==> src/hw/rtl/shltok_pkg.sv <==
// Shared types, character codes and limits for the shell line tokenizer.
package shltok_pkg;

  localparam int POS_W   = 12;
  localparam int ARG_W   = 6;
  localparam int GRP_W   = 4;
  localparam int CMD_W   = 4;
  localparam int CH_W    = 8;
  localparam int OUT_W   = 48;

  localparam logic [POS_W-1:0] POS_LIMIT   = 12'd4095;
  localparam logic [ARG_W-1:0] ARG_LIMIT   = 6'd63;
  localparam logic [GRP_W-1:0] GROUP_LIMIT = 4'd15;
  localparam logic [CMD_W-1:0] CMD_LIMIT   = 4'd15;

  localparam logic [CH_W-1:0] CH_END   = 8'h00;
  localparam logic [CH_W-1:0] CH_SEMI  = 8'h3B;
  localparam logic [CH_W-1:0] CH_PIPE  = 8'h7C;
  localparam logic [CH_W-1:0] CH_RIN   = 8'h3C;
  localparam logic [CH_W-1:0] CH_ROUT  = 8'h3E;
  localparam logic [CH_W-1:0] CH_QUOTE = 8'h22;

  localparam logic [CH_W-1:0] DELIM_FIRST_RST  = 8'd32;
  localparam logic [CH_W-1:0] DELIM_SECOND_RST = 8'd9;
  localparam logic [CH_W-1:0] DELIM_THIRD_RST  = 8'd10;

  localparam logic [1:0] REG_DELIM_FIRST  = 2'd0;
  localparam logic [1:0] REG_DELIM_SECOND = 2'd1;
  localparam logic [1:0] REG_DELIM_THIRD  = 2'd2;

  localparam logic [1:0] BND_NONE = 2'd0;
  localparam logic [1:0] BND_PIPE = 2'd1;
  localparam logic [1:0] BND_SEMI = 2'd2;
  localparam logic [1:0] BND_END  = 2'd3;

  localparam logic [1:0] ARG_PLAIN = 2'd0;
  localparam logic [1:0] ARG_RIN   = 2'd1;
  localparam logic [1:0] ARG_ROUT  = 2'd2;

  typedef enum logic [2:0] {
    CLS_TEXT,
    CLS_QUOTE,
    CLS_SEP,
    CLS_PIPE,
    CLS_SEMI,
    CLS_RIN,
    CLS_ROUT,
    CLS_END
  } char_class_t;

  typedef struct packed {
    logic [POS_W-1:0] pos_count;
    logic             quoting;
    logic             arg_open;
    logic             pending_in;
    logic             pending_out;
    logic [POS_W-1:0] start_pos;
    logic [ARG_W-1:0] arg_count;
    logic [GRP_W-1:0] group_count;
    logic [CMD_W-1:0] cmd_count;
  } tok_state_t;

  typedef struct packed {
    logic [POS_W-1:0] position;
    logic             cut;
    logic             arg_valid;
    logic [1:0]       arg_kind;
    logic [POS_W-1:0] arg_first;
    logic [ARG_W-1:0] arg_index;
    logic [1:0]       boundary;
    logic [GRP_W-1:0] group_number;
    logic [CMD_W-1:0] command_number;
    logic             overflow;
  } tok_result_t;

endpackage

==> src/hw/rtl/shltok_step.sv <==
// Per-byte classification, result and next tokenizer state.
module shltok_step (
  input  shltok_pkg::tok_state_t            state,
  input  logic [shltok_pkg::CH_W-1:0]       ch,
  input  logic [shltok_pkg::CH_W-1:0]       delim_first,
  input  logic [shltok_pkg::CH_W-1:0]       delim_second,
  input  logic [shltok_pkg::CH_W-1:0]       delim_third,
  output shltok_pkg::char_class_t           cls,
  output shltok_pkg::tok_state_t            state_next,
  output shltok_pkg::tok_result_t           res
);

  logic is_delim;

  assign is_delim = (delim_first != '0 && ch == delim_first) ||
                    (delim_second != '0 && ch == delim_second) ||
                    (delim_third != '0 && ch == delim_third);

  always_comb begin
    if (ch == shltok_pkg::CH_END) begin
      cls = shltok_pkg::CLS_END;
    end else if (!state.quoting && ch == shltok_pkg::CH_SEMI) begin
      cls = shltok_pkg::CLS_SEMI;
    end else if (!state.quoting && ch == shltok_pkg::CH_PIPE) begin
      cls = shltok_pkg::CLS_PIPE;
    end else if (!state.quoting && ch == shltok_pkg::CH_RIN) begin
      cls = shltok_pkg::CLS_RIN;
    end else if (!state.quoting && ch == shltok_pkg::CH_ROUT) begin
      cls = shltok_pkg::CLS_ROUT;
    end else if (ch == shltok_pkg::CH_QUOTE) begin
      cls = shltok_pkg::CLS_QUOTE;
    end else if (!state.quoting && is_delim) begin
      cls = shltok_pkg::CLS_SEP;
    end else begin
      cls = shltok_pkg::CLS_TEXT;
    end
  end

  always_comb begin
    state_next = state;
    res = '0;
    res.position       = state.pos_count;
    res.group_number   = state.group_count;
    res.command_number = state.cmd_count;
    res.cut = (cls != shltok_pkg::CLS_TEXT) && (cls != shltok_pkg::CLS_END);

    // close the open argument
    if (cls != shltok_pkg::CLS_TEXT && cls != shltok_pkg::CLS_QUOTE && state.arg_open) begin
      res.arg_valid = 1'b1;
      res.arg_first = state.start_pos;
      if (state.pending_in) begin
        res.arg_kind = shltok_pkg::ARG_RIN;
        state_next.pending_in = 1'b0;
      end else if (state.pending_out) begin
        res.arg_kind = shltok_pkg::ARG_ROUT;
        state_next.pending_out = 1'b0;
      end else begin
        res.arg_kind  = shltok_pkg::ARG_PLAIN;
        res.arg_index = state.arg_count;
        if (state.arg_count < shltok_pkg::ARG_LIMIT) begin
          state_next.arg_count = state.arg_count + 1'b1;
        end else begin
          res.overflow = 1'b1;
        end
      end
      state_next.arg_open = 1'b0;
    end

    case (cls)
      shltok_pkg::CLS_TEXT: begin
        if (!state.arg_open) begin
          state_next.start_pos = state.pos_count;
          state_next.arg_open  = 1'b1;
        end
      end
      shltok_pkg::CLS_QUOTE: begin
        if (state.quoting) begin
          state_next.quoting = 1'b0;
        end else begin
          state_next.quoting = 1'b1;
          state_next.start_pos = (state.pos_count < shltok_pkg::POS_LIMIT) ?
                                 state.pos_count + 1'b1 : shltok_pkg::POS_LIMIT;
        end
      end
      shltok_pkg::CLS_RIN: begin
        state_next.pending_in = 1'b1;
      end
      shltok_pkg::CLS_ROUT: begin
        state_next.pending_out = 1'b1;
      end
      shltok_pkg::CLS_PIPE: begin
        res.boundary = shltok_pkg::BND_PIPE;
        state_next.arg_count = '0;
        if (state.cmd_count < shltok_pkg::CMD_LIMIT) begin
          state_next.cmd_count = state.cmd_count + 1'b1;
        end else begin
          res.overflow = 1'b1;
        end
      end
      shltok_pkg::CLS_SEMI: begin
        res.boundary = shltok_pkg::BND_SEMI;
        state_next.arg_count = '0;
        state_next.cmd_count = '0;
        if (state.group_count < shltok_pkg::GROUP_LIMIT) begin
          state_next.group_count = state.group_count + 1'b1;
        end else begin
          res.overflow = 1'b1;
        end
      end
      default: begin
      end
    endcase

    if (cls == shltok_pkg::CLS_END) begin
      res.boundary = shltok_pkg::BND_END;
      state_next = '0;
    end else if (state.pos_count < shltok_pkg::POS_LIMIT) begin
      state_next.pos_count = state.pos_count + 1'b1;
    end else begin
      res.overflow = 1'b1;
    end
  end

endmodule

==> src/hw/rtl/shell_line_tokenizer_core.sv <==
// Top level: stream ports, delimiter registers and tokenizer state.
// A byte accepted into the input register has its result written to the output register on advance.
// One byte per cycle unless the output stalls; each state update is one combinational step.
// A stalled output holds its result while the input register keeps one further byte.
// Reset clears the tokenizer state and both valid flags, and loads delimiters 32, 9 and 10.
module shell_line_tokenizer_core (
  input  logic        clk,
  input  logic        rst,
  input  logic        s_axis_tvalid,
  output logic        s_axis_tready,
  input  logic [7:0]  s_axis_tdata,   // [7:0] ch
  output logic        m_axis_tvalid,
  input  logic        m_axis_tready,
  output logic [47:0] m_axis_tdata,   // [11:0] position, [12] cut, [13] arg_valid,
                                      // [15:14] arg_kind, [27:16] arg_first,
                                      // [33:28] arg_index, [35:34] boundary,
                                      // [39:36] group_number, [43:40] command_number,
                                      // [44] overflow, [47:45] zero
  input  logic        psel,
  input  logic        penable,
  input  logic        pwrite,
  input  logic [3:0]  paddr,
  input  logic [31:0] pwdata,
  output logic [31:0] prdata,
  output logic        pready
);

  logic [shltok_pkg::CH_W-1:0] delim_first;
  logic [shltok_pkg::CH_W-1:0] delim_second;
  logic [shltok_pkg::CH_W-1:0] delim_third;

  logic                            in_valid;
  logic [shltok_pkg::CH_W-1:0]     in_ch;
  logic                            out_valid;
  logic [shltok_pkg::OUT_W-1:0]    out_data;
  shltok_pkg::tok_state_t          state;
  shltok_pkg::tok_state_t          state_next;
  shltok_pkg::tok_result_t         res;
  shltok_pkg::char_class_t         cls;
  logic                            advance;
  logic                            cfg_write;

  assign pready    = 1'b1;
  assign cfg_write = psel && penable && pwrite && pready;

  always_ff @(posedge clk) begin
    if (rst) begin
      delim_first  <= shltok_pkg::DELIM_FIRST_RST;
      delim_second <= shltok_pkg::DELIM_SECOND_RST;
      delim_third  <= shltok_pkg::DELIM_THIRD_RST;
    end else if (cfg_write) begin
      case (paddr[3:2])
        shltok_pkg::REG_DELIM_FIRST:  delim_first  <= pwdata[7:0];
        shltok_pkg::REG_DELIM_SECOND: delim_second <= pwdata[7:0];
        shltok_pkg::REG_DELIM_THIRD:  delim_third  <= pwdata[7:0];
        default: begin
        end
      endcase
    end
  end

  always_comb begin
    case (paddr[3:2])
      shltok_pkg::REG_DELIM_FIRST:  prdata = {24'd0, delim_first};
      shltok_pkg::REG_DELIM_SECOND: prdata = {24'd0, delim_second};
      shltok_pkg::REG_DELIM_THIRD:  prdata = {24'd0, delim_third};
      default:                      prdata = '0;
    endcase
  end

  assign advance       = in_valid && (!out_valid || m_axis_tready);
  assign s_axis_tready = !in_valid || advance;
  assign m_axis_tvalid = out_valid;
  assign m_axis_tdata  = out_data;

  shltok_step u_step (
    .state        (state),
    .ch           (in_ch),
    .delim_first  (delim_first),
    .delim_second (delim_second),
    .delim_third  (delim_third),
    .cls          (cls),
    .state_next   (state_next),
    .res          (res)
  );

  always_ff @(posedge clk) begin
    if (rst) begin
      in_valid <= 1'b0;
    end else if (s_axis_tvalid && s_axis_tready) begin
      in_valid <= 1'b1;
    end else if (advance) begin
      in_valid <= 1'b0;
    end
  end

  always_ff @(posedge clk) begin
    if (s_axis_tvalid && s_axis_tready) begin
      in_ch <= s_axis_tdata;
    end
  end

  always_ff @(posedge clk) begin
    if (rst) begin
      out_valid <= 1'b0;
      state     <= '0;
    end else if (advance) begin
      out_valid <= 1'b1;
      state     <= state_next;
    end else if (m_axis_tready) begin
      out_valid <= 1'b0;
    end
  end

  always_ff @(posedge clk) begin
    if (advance) begin
      out_data <= {3'd0, res.overflow, res.command_number, res.group_number, res.boundary,
                   res.arg_index, res.arg_first, res.arg_kind, res.arg_valid, res.cut,
                   res.position};
    end
  end

  a_end_clears: assert property (@(posedge clk) disable iff (rst)
    (advance && cls == shltok_pkg::CLS_END) |=>
      (state.pos_count == '0 && !state.quoting && !state.arg_open && state.group_count == '0))
    else $error("state not cleared after end of line");

  a_no_arg_fields: assert property (@(posedge clk) disable iff (rst)
    (out_valid && !out_data[13]) |-> (out_data[33:14] == '0))
    else $error("argument fields set without a finished argument");

  a_redirect_index: assert property (@(posedge clk) disable iff (rst)
    (out_valid && out_data[15:14] != shltok_pkg::ARG_PLAIN) |-> (out_data[33:28] == '0))
    else $error("redirect target carries an argument index");

  a_sep_closes: assert property (@(posedge clk) disable iff (rst)
    (advance && cls != shltok_pkg::CLS_TEXT && cls != shltok_pkg::CLS_QUOTE) |=>
      !state.arg_open)
    else $error("argument left open after a closing byte");

endmodule
==> config.mk <==
export PLATFORM = sky130hd
export DESIGN_NAME = shell_line_tokenizer_core
export DESIGN_NICKNAME = d
export VERILOG_FILES = /design/src/hw/rtl/shltok_pkg.sv /design/src/hw/rtl/shltok_step.sv /design/src/hw/rtl/shell_line_tokenizer_core.sv
export SDC_FILE = /design/constraint.sdc
export NUM_CORES = 1
export LEC_CHECK = 0
export ABC_CLOCK_PERIOD_IN_PS = 3800
export BUFFER_PORTS_ARGS = -buffer_cell sky130_fd_sc_hd__buf_4
export CORE_MARGIN = 2
export CORE_UTILIZATION = 57
export CTS_BUF_LIST = sky130_fd_sc_hd__clkbuf_8
export CTS_CLUSTER_SIZE = 8
export DETAILED_ROUTE_END_ITERATION = 16
export GPL_TIMING_DRIVEN = 0
export PLACE_DENSITY = 0.82
export SLEW_MARGIN = 10
export SYNTH_ARGS = -nofsm -noshare
export SYNTH_HDL_FRONTEND = slang
export SYNTH_HIERARCHICAL = 1
export SYNTH_SLANG_ARGS = --single-unit
export TNS_END_PERCENT = 10
==> constraint.sdc <==
create_clock -name clk -period 3.8 [get_ports clk]
set_input_delay 0.57 -clock clk [delete_from_list [all_inputs] [get_ports clk]]
set_output_delay 0.57 -clock clk [all_outputs]
set_load 0.01 [all_outputs]
# --- After elaboration in Yosys (flattened, before gate mapping) ---
# Index checks and enable logic that the tools add are counted.
classes:
  bitwise: 1
  magnitude_cmp: 4
  add_sub_neg: 4
  n_reduce_logical: 55
  n_mux: 51
  n_eq_ne: 24
op_table:
  columns: ["operator", "n"]
  rows:
  - ["two-way mux 12 bit", 5]
  - ["two-way mux 6 bit", 7]
  - ["== test 8 x 6 -> 1 bit (second input constant)", 4]
  - ["two-way mux 30 bit", 1]
  - ["== test 8 bit", 3]
  - ["case mux 12 bit (2 select lines)", 1]
  - ["case mux 8 bit (3 select lines)", 1]
  - ["nonzero test 8 bit", 3]
  - ["two-way mux 21 bit", 1]
  - ["two-way mux 3 bit", 7]
  - ["nonzero test 3 bit", 7]
  - ["two-way mux 1 bit", 19]
  - ["logical AND 1 bit", 15]
  - ["adder 12 x 1 -> 12 bit (second input constant)", 1]
  - ["== test 3 bit (second input constant)", 4]
  - ["< comparator 12 bit (second input constant)", 1]
  - ["two-way mux 4 bit", 3]
  - ["inequality test 3 x 2 -> 1 bit (second input constant)", 4]
  - ["AND reduction 2 bit", 6]
  - ["nonzero test 2 bit", 6]
  - ["inequality test 3 x 1 -> 1 bit (second input constant)", 3]
  - ["AND reduction 3 bit", 3]
  - ["adder 4 x 1 -> 4 bit (second input constant)", 2]
  - ["== test 8 x 7 -> 1 bit (second input constant)", 1]
  - ["22 further kinds", 31]
word_totals:
  register_bits: 121
  inputBits: 51
  word_cells: 159

# --- Logic depth before layout (Yosys ltp) ---
logic_depth:
  word_depth: 20
  depth_mapped: 13
  mapped_depth_nobuf: 12

# --- Hierarchy ---
# The synthesis kept the hierarchy.
modules_own_cells:
  columns: ["mod", "area_each_um2", "instances", "cells_each"]
  rows:
  - ["shell_line_tokenizer_core", 4650.7, 1, 410]
  - ["shltok_step", 2094.5, 1, 322]

# --- Least setup slack after synthesis ---
# No wires, ideal clock.
synth_timing:
  path_kind: "in2reg"
  from: "input port m_axis_tready"
  to: "register out_data (netlist bit m_axis_tdata[0]), enable pin"
  slack_ps: 545
  arrival_time_ps: 2807
  cell_stages: 4
  n_path_buf: 2
  path_cell_list: "nor2b_1 > clkbuf_2 > buf_2 > nor2_1"
synth_between:
  elab_chain_cells: 2
synth_rtl:
  columns: ["item", "line_no", "source"]
  rows:
  - ["start: declaration", "shell_line_tokenizer_core.sv:13", "input logic m_axis_tready,"]
  - ["logical OR 1 bit", "shell_line_tokenizer_core.sv:71", "assign advance = in_valid && (!out_valid || m_axis_tready);"]
  - ["logical AND 1 bit", "shell_line_tokenizer_core.sv:71", null]
  - ["named net advance", "shell_line_tokenizer_core.sv:40", "logic advance;"]
  - ["end signal: assignment", "shell_line_tokenizer_core.sv:117", "out_data <= {3'd0, res.overflow, res.command_number, res.group_number, res.boundary,"]
  - ["end: declaration", "shell_line_tokenizer_core.sv:35", "logic [shltok_pkg::OUT_W-1:0] out_data;"]
# The timed path passes the listed nets, and every way through them passes these cells.
# A chain may end at the register's enable or synchronous reset.

==> impl_metrics.env <==
export IMPL_synth_edf_count=53
export IMPL_antenna_cells=0
export IMPL_cts_tree="done"
export IMPL_syn_area_per_cell_um2=9.21
export IMPL_final_common_cell="buf_4"
export IMPL_grt_pass1_vias=5296
export IMPL_timing_worst_setup_path_type="reg2reg"
export IMPL_ioPinCount=134
export IMPL_status="finished, final reports clean"
export IMPL_ys_ff_latch=121
export IMPL_hp_class="in2reg"
export IMPL_drive_above_1_share_pct=22.6
export IMPL_fin_area_mm2=0.00805
export IMPL_end_kind="flop"
export IMPL_final_core_util_pct=70.2
export IMPL_cts_hold_buf=0
export IMPL_finalWirelength_um=16300
export IMPL_max_freq_ghz=0.289
export IMPL_cts_sinks=121
export IMPL_cts_made_buffers=17
export IMPL_rows=39
export IMPL_most_common_layout_cells="134 x buf_4, 70 x o21ai_0, 70 x a21oi_1"
export IMPL_drc=0
export IMPL_htreeDepth=4
export IMPL_first_iter_violations=451
export IMPL_core_area_mm2=0.0115
export IMPL_fillCellCount=919
export IMPL_required_ns=4.18
export IMPL_cts_resized=0
export IMPL_crit_arrival_ns=3.84
export IMPL_die_h_um=113
export IMPL_vias=5708
export IMPL_io_buffers=78
export IMPL_start_kind="flop"
export IMPL_start_util_pct=58.8
export IMPL_place_area_mm2=0.00763
export IMPL_grtUsageTotal_pct=25.8
export IMPL_slew_headroom_pct=50.9
export IMPL_skew_ns=0.0143
export IMPL_yosysSeqAreaShare_pct=43.8
export IMPL_slew_viol_final=0
export IMPL_power_density_mw_per_mm2=361
export IMPL_wl_met3_um=1200
export IMPL_fin_crit_sh_pct=91.1
export IMPL_critPathMaxFanout=10
export IMPL_clk_pin_slew_ns=0.08
export IMPL_netlist_area_mm2=0.00675
export IMPL_antenna_found_initial=0
export IMPL_grt_first_pass_wirelength_um=26300
export IMPL_grt_remaining_overflow=0
export IMPL_vdd_drop_max_v=0.000239
export IMPL_dp_hpwl_um=11800
export IMPL_seqCellArea_mm2=0.00295
export IMPL_worst_slew_pin_slew_ns=0.733
export IMPL_synthCells=732
export IMPL_die_area_mm2=0.0127
export IMPL_root_buffer="clkbuf_8"
export IMPL_clk_path_buf_depth=2
export IMPL_ant_nets=0
export IMPL_max_cap_violations=0
export IMPL_ys_warn_count=6
export IMPL_nNetsFinal=912
export IMPL_period_needed_ns=3.46
export IMPL_grt_max_degree=36
export IMPL_wl_per_cell_um=16.1
export IMPL_rsz0062_at_grt="false"
export IMPL_finalSetupViolations=0
export IMPL_syn2layout_area_growth_pct=19.4
export IMPL_wl_met1_um=6970
export IMPL_drt_vias_per_instance=5.64
export IMPL_cts_setup_buffers=0
export IMPL_place_congestion=0.935
export IMPL_multiInputGateArea_mm2=0.00321
export IMPL_async_reset_ff_share_pct=0
export IMPL_insertion_delay_ns=0.44
export IMPL_die_w_um=113
export IMPL_hold_ws_ns=0.304
export IMPL_ys_types=65
export IMPL_hold_viol=0
export IMPL_dr_wl_met2_um=7920
export IMPL_dr_max_layer_used="met4"
export IMPL_synth_main_ff_cell="dfxtp_1"
export IMPL_detail_route_first_pass_iterations=6
export IMPL_p_leak_uw=0.00328
worst max-delay path, cell delays in order, from the launching register on:
cell	delay [ns]
dfxtp_1	0.46
ha_1	0.28
nand3_1	0.23
nor2_1	0.32
nand3_1	0.15
nor2_1	0.45
inv_1	0.11
clkbuf_1	0.30
ha_1	0.28
and3_1	0.17
a311o_1	0.32
nor2_1	0.11
nand3_1	0.08
a21oi_1	0.14
final timing paths:
| kind | start | end | cells after the start | slack, ns |
|---|---|---|---|---|
| worst max-delay path | state[30] | state[14] | 13 | 0.34 |
| worst min-delay path | s_axis_tdata[4] | in_ch[4] | 1 | 0.30 |
| worst max register to register | state[30] | state[14] | 13 | 0.34 |
| worst min register to register | state[16] | state[16] | 2 | 0.50 |
layer usage:
layer / up-vias / GRT usage (%)
li1: 2778 / -
met1: 2648 / 34.2
met2: 261 / 42.8
met3: 21 / 4.93
met4: 0 / 8.78
met5: - / 0
cells by family after synthesis:
family / count (synthesis) / synth area share, %
DFF: 121 / 43.8
other: 2 / 0.111
and+or+nand+nor: 240 / 20.3
muxes: 35 / 5.19
AOI/OAI and AO/OA: 180 / 15.5
xor gates and xnor gates: 31 / 4.03
buffers and inverters: 118 / 10.2
adders and majority gates: 5 / 0.927
per-stage QoR:
step / setup TNS, ns / power (µW) / setup WS, ns / std cells
6_report: 0 / 2900 / 0.338 / 1012
5_1_grt: 0 / 3000 / 0.0990 / 1012
4_1_cts: 0 / 2910 / 0.438 / 1012
3_5_place_dp: 0 / 1700 / 0.493 / 980
3_3_place_gp: -9.51 / 1690 / -0.218 / 979
2_1_floorplan: 0 / 1600 / 0.545 / 758
cell usage after synthesis (2+ instances only):
library cell	n	share of area [%]
inv_1	16	0.89
xnor2_1	8	1.0
a211oi_1	3	0.33
buf_2	7	0.52
nand3_1	55	4.1
buf_6	3	0.50
or4_1	2	0.22
nor3b_1	3	0.33
edfxtp_1	53	24
o21ai_1	7	0.52
nor3_1	10	0.74
clkbuf_2	2	0.15
nor2b_1	4	0.37
nor2_1	34	1.9
ha_1	5	0.93
nand2_1	32	1.8
nand4_1	7	0.65
or3_1	2	0.19
a22o_1	9	1.2
o21ai_0	70	5.2
clkbuf_1	34	1.9
buf_4	56	6.2
and2_1	26	2.4
nand2b_1	31	2.9
conb_1	2	0.11
a21oi_1	70	5.2
nor4_4	2	0.63
nor4_1	10	0.93
and4b_1	2	0.30
o21bai_1	2	0.22
dfxtp_1	68	20
and3_1	7	0.65
mux2i_1	35	5.2
xor2_1	23	3.0
a31oi_1	2	0.19
sequential cells by signal, summed over array words and instances (netlist names):
| signal | flops |
|---|---|
| state | 42 |
| m_axis_tvalid | 1 |
| delim_second | 8 |
| in_valid | 1 |
| in_ch | 8 |
| m_axis_tdata | 45 |
| delim_first | 8 |
| delim_third | 8 |
power by group:
| group | switching, µW | internal (µW) | total (µW) |
|---|---|---|---|
| Clock | 530 | 703 | 1230 |
| Sequential | 14.6 | 1380 | 1400 |
| Combinational | 159 | 116 | 275 |
layout make-up:
cell class                 instances  area share [%]
multi-input combinational        519            39.9
sequential                       121            36.7
buffer                           102            7.78
timing repair buffer              79            7.52
clock buffer                      17            2.91
clock inverter                    15            2.28
tap                              143            2.22
inverter                          16           0.746
No activity file was read; power rests on OpenSTA's default activity.
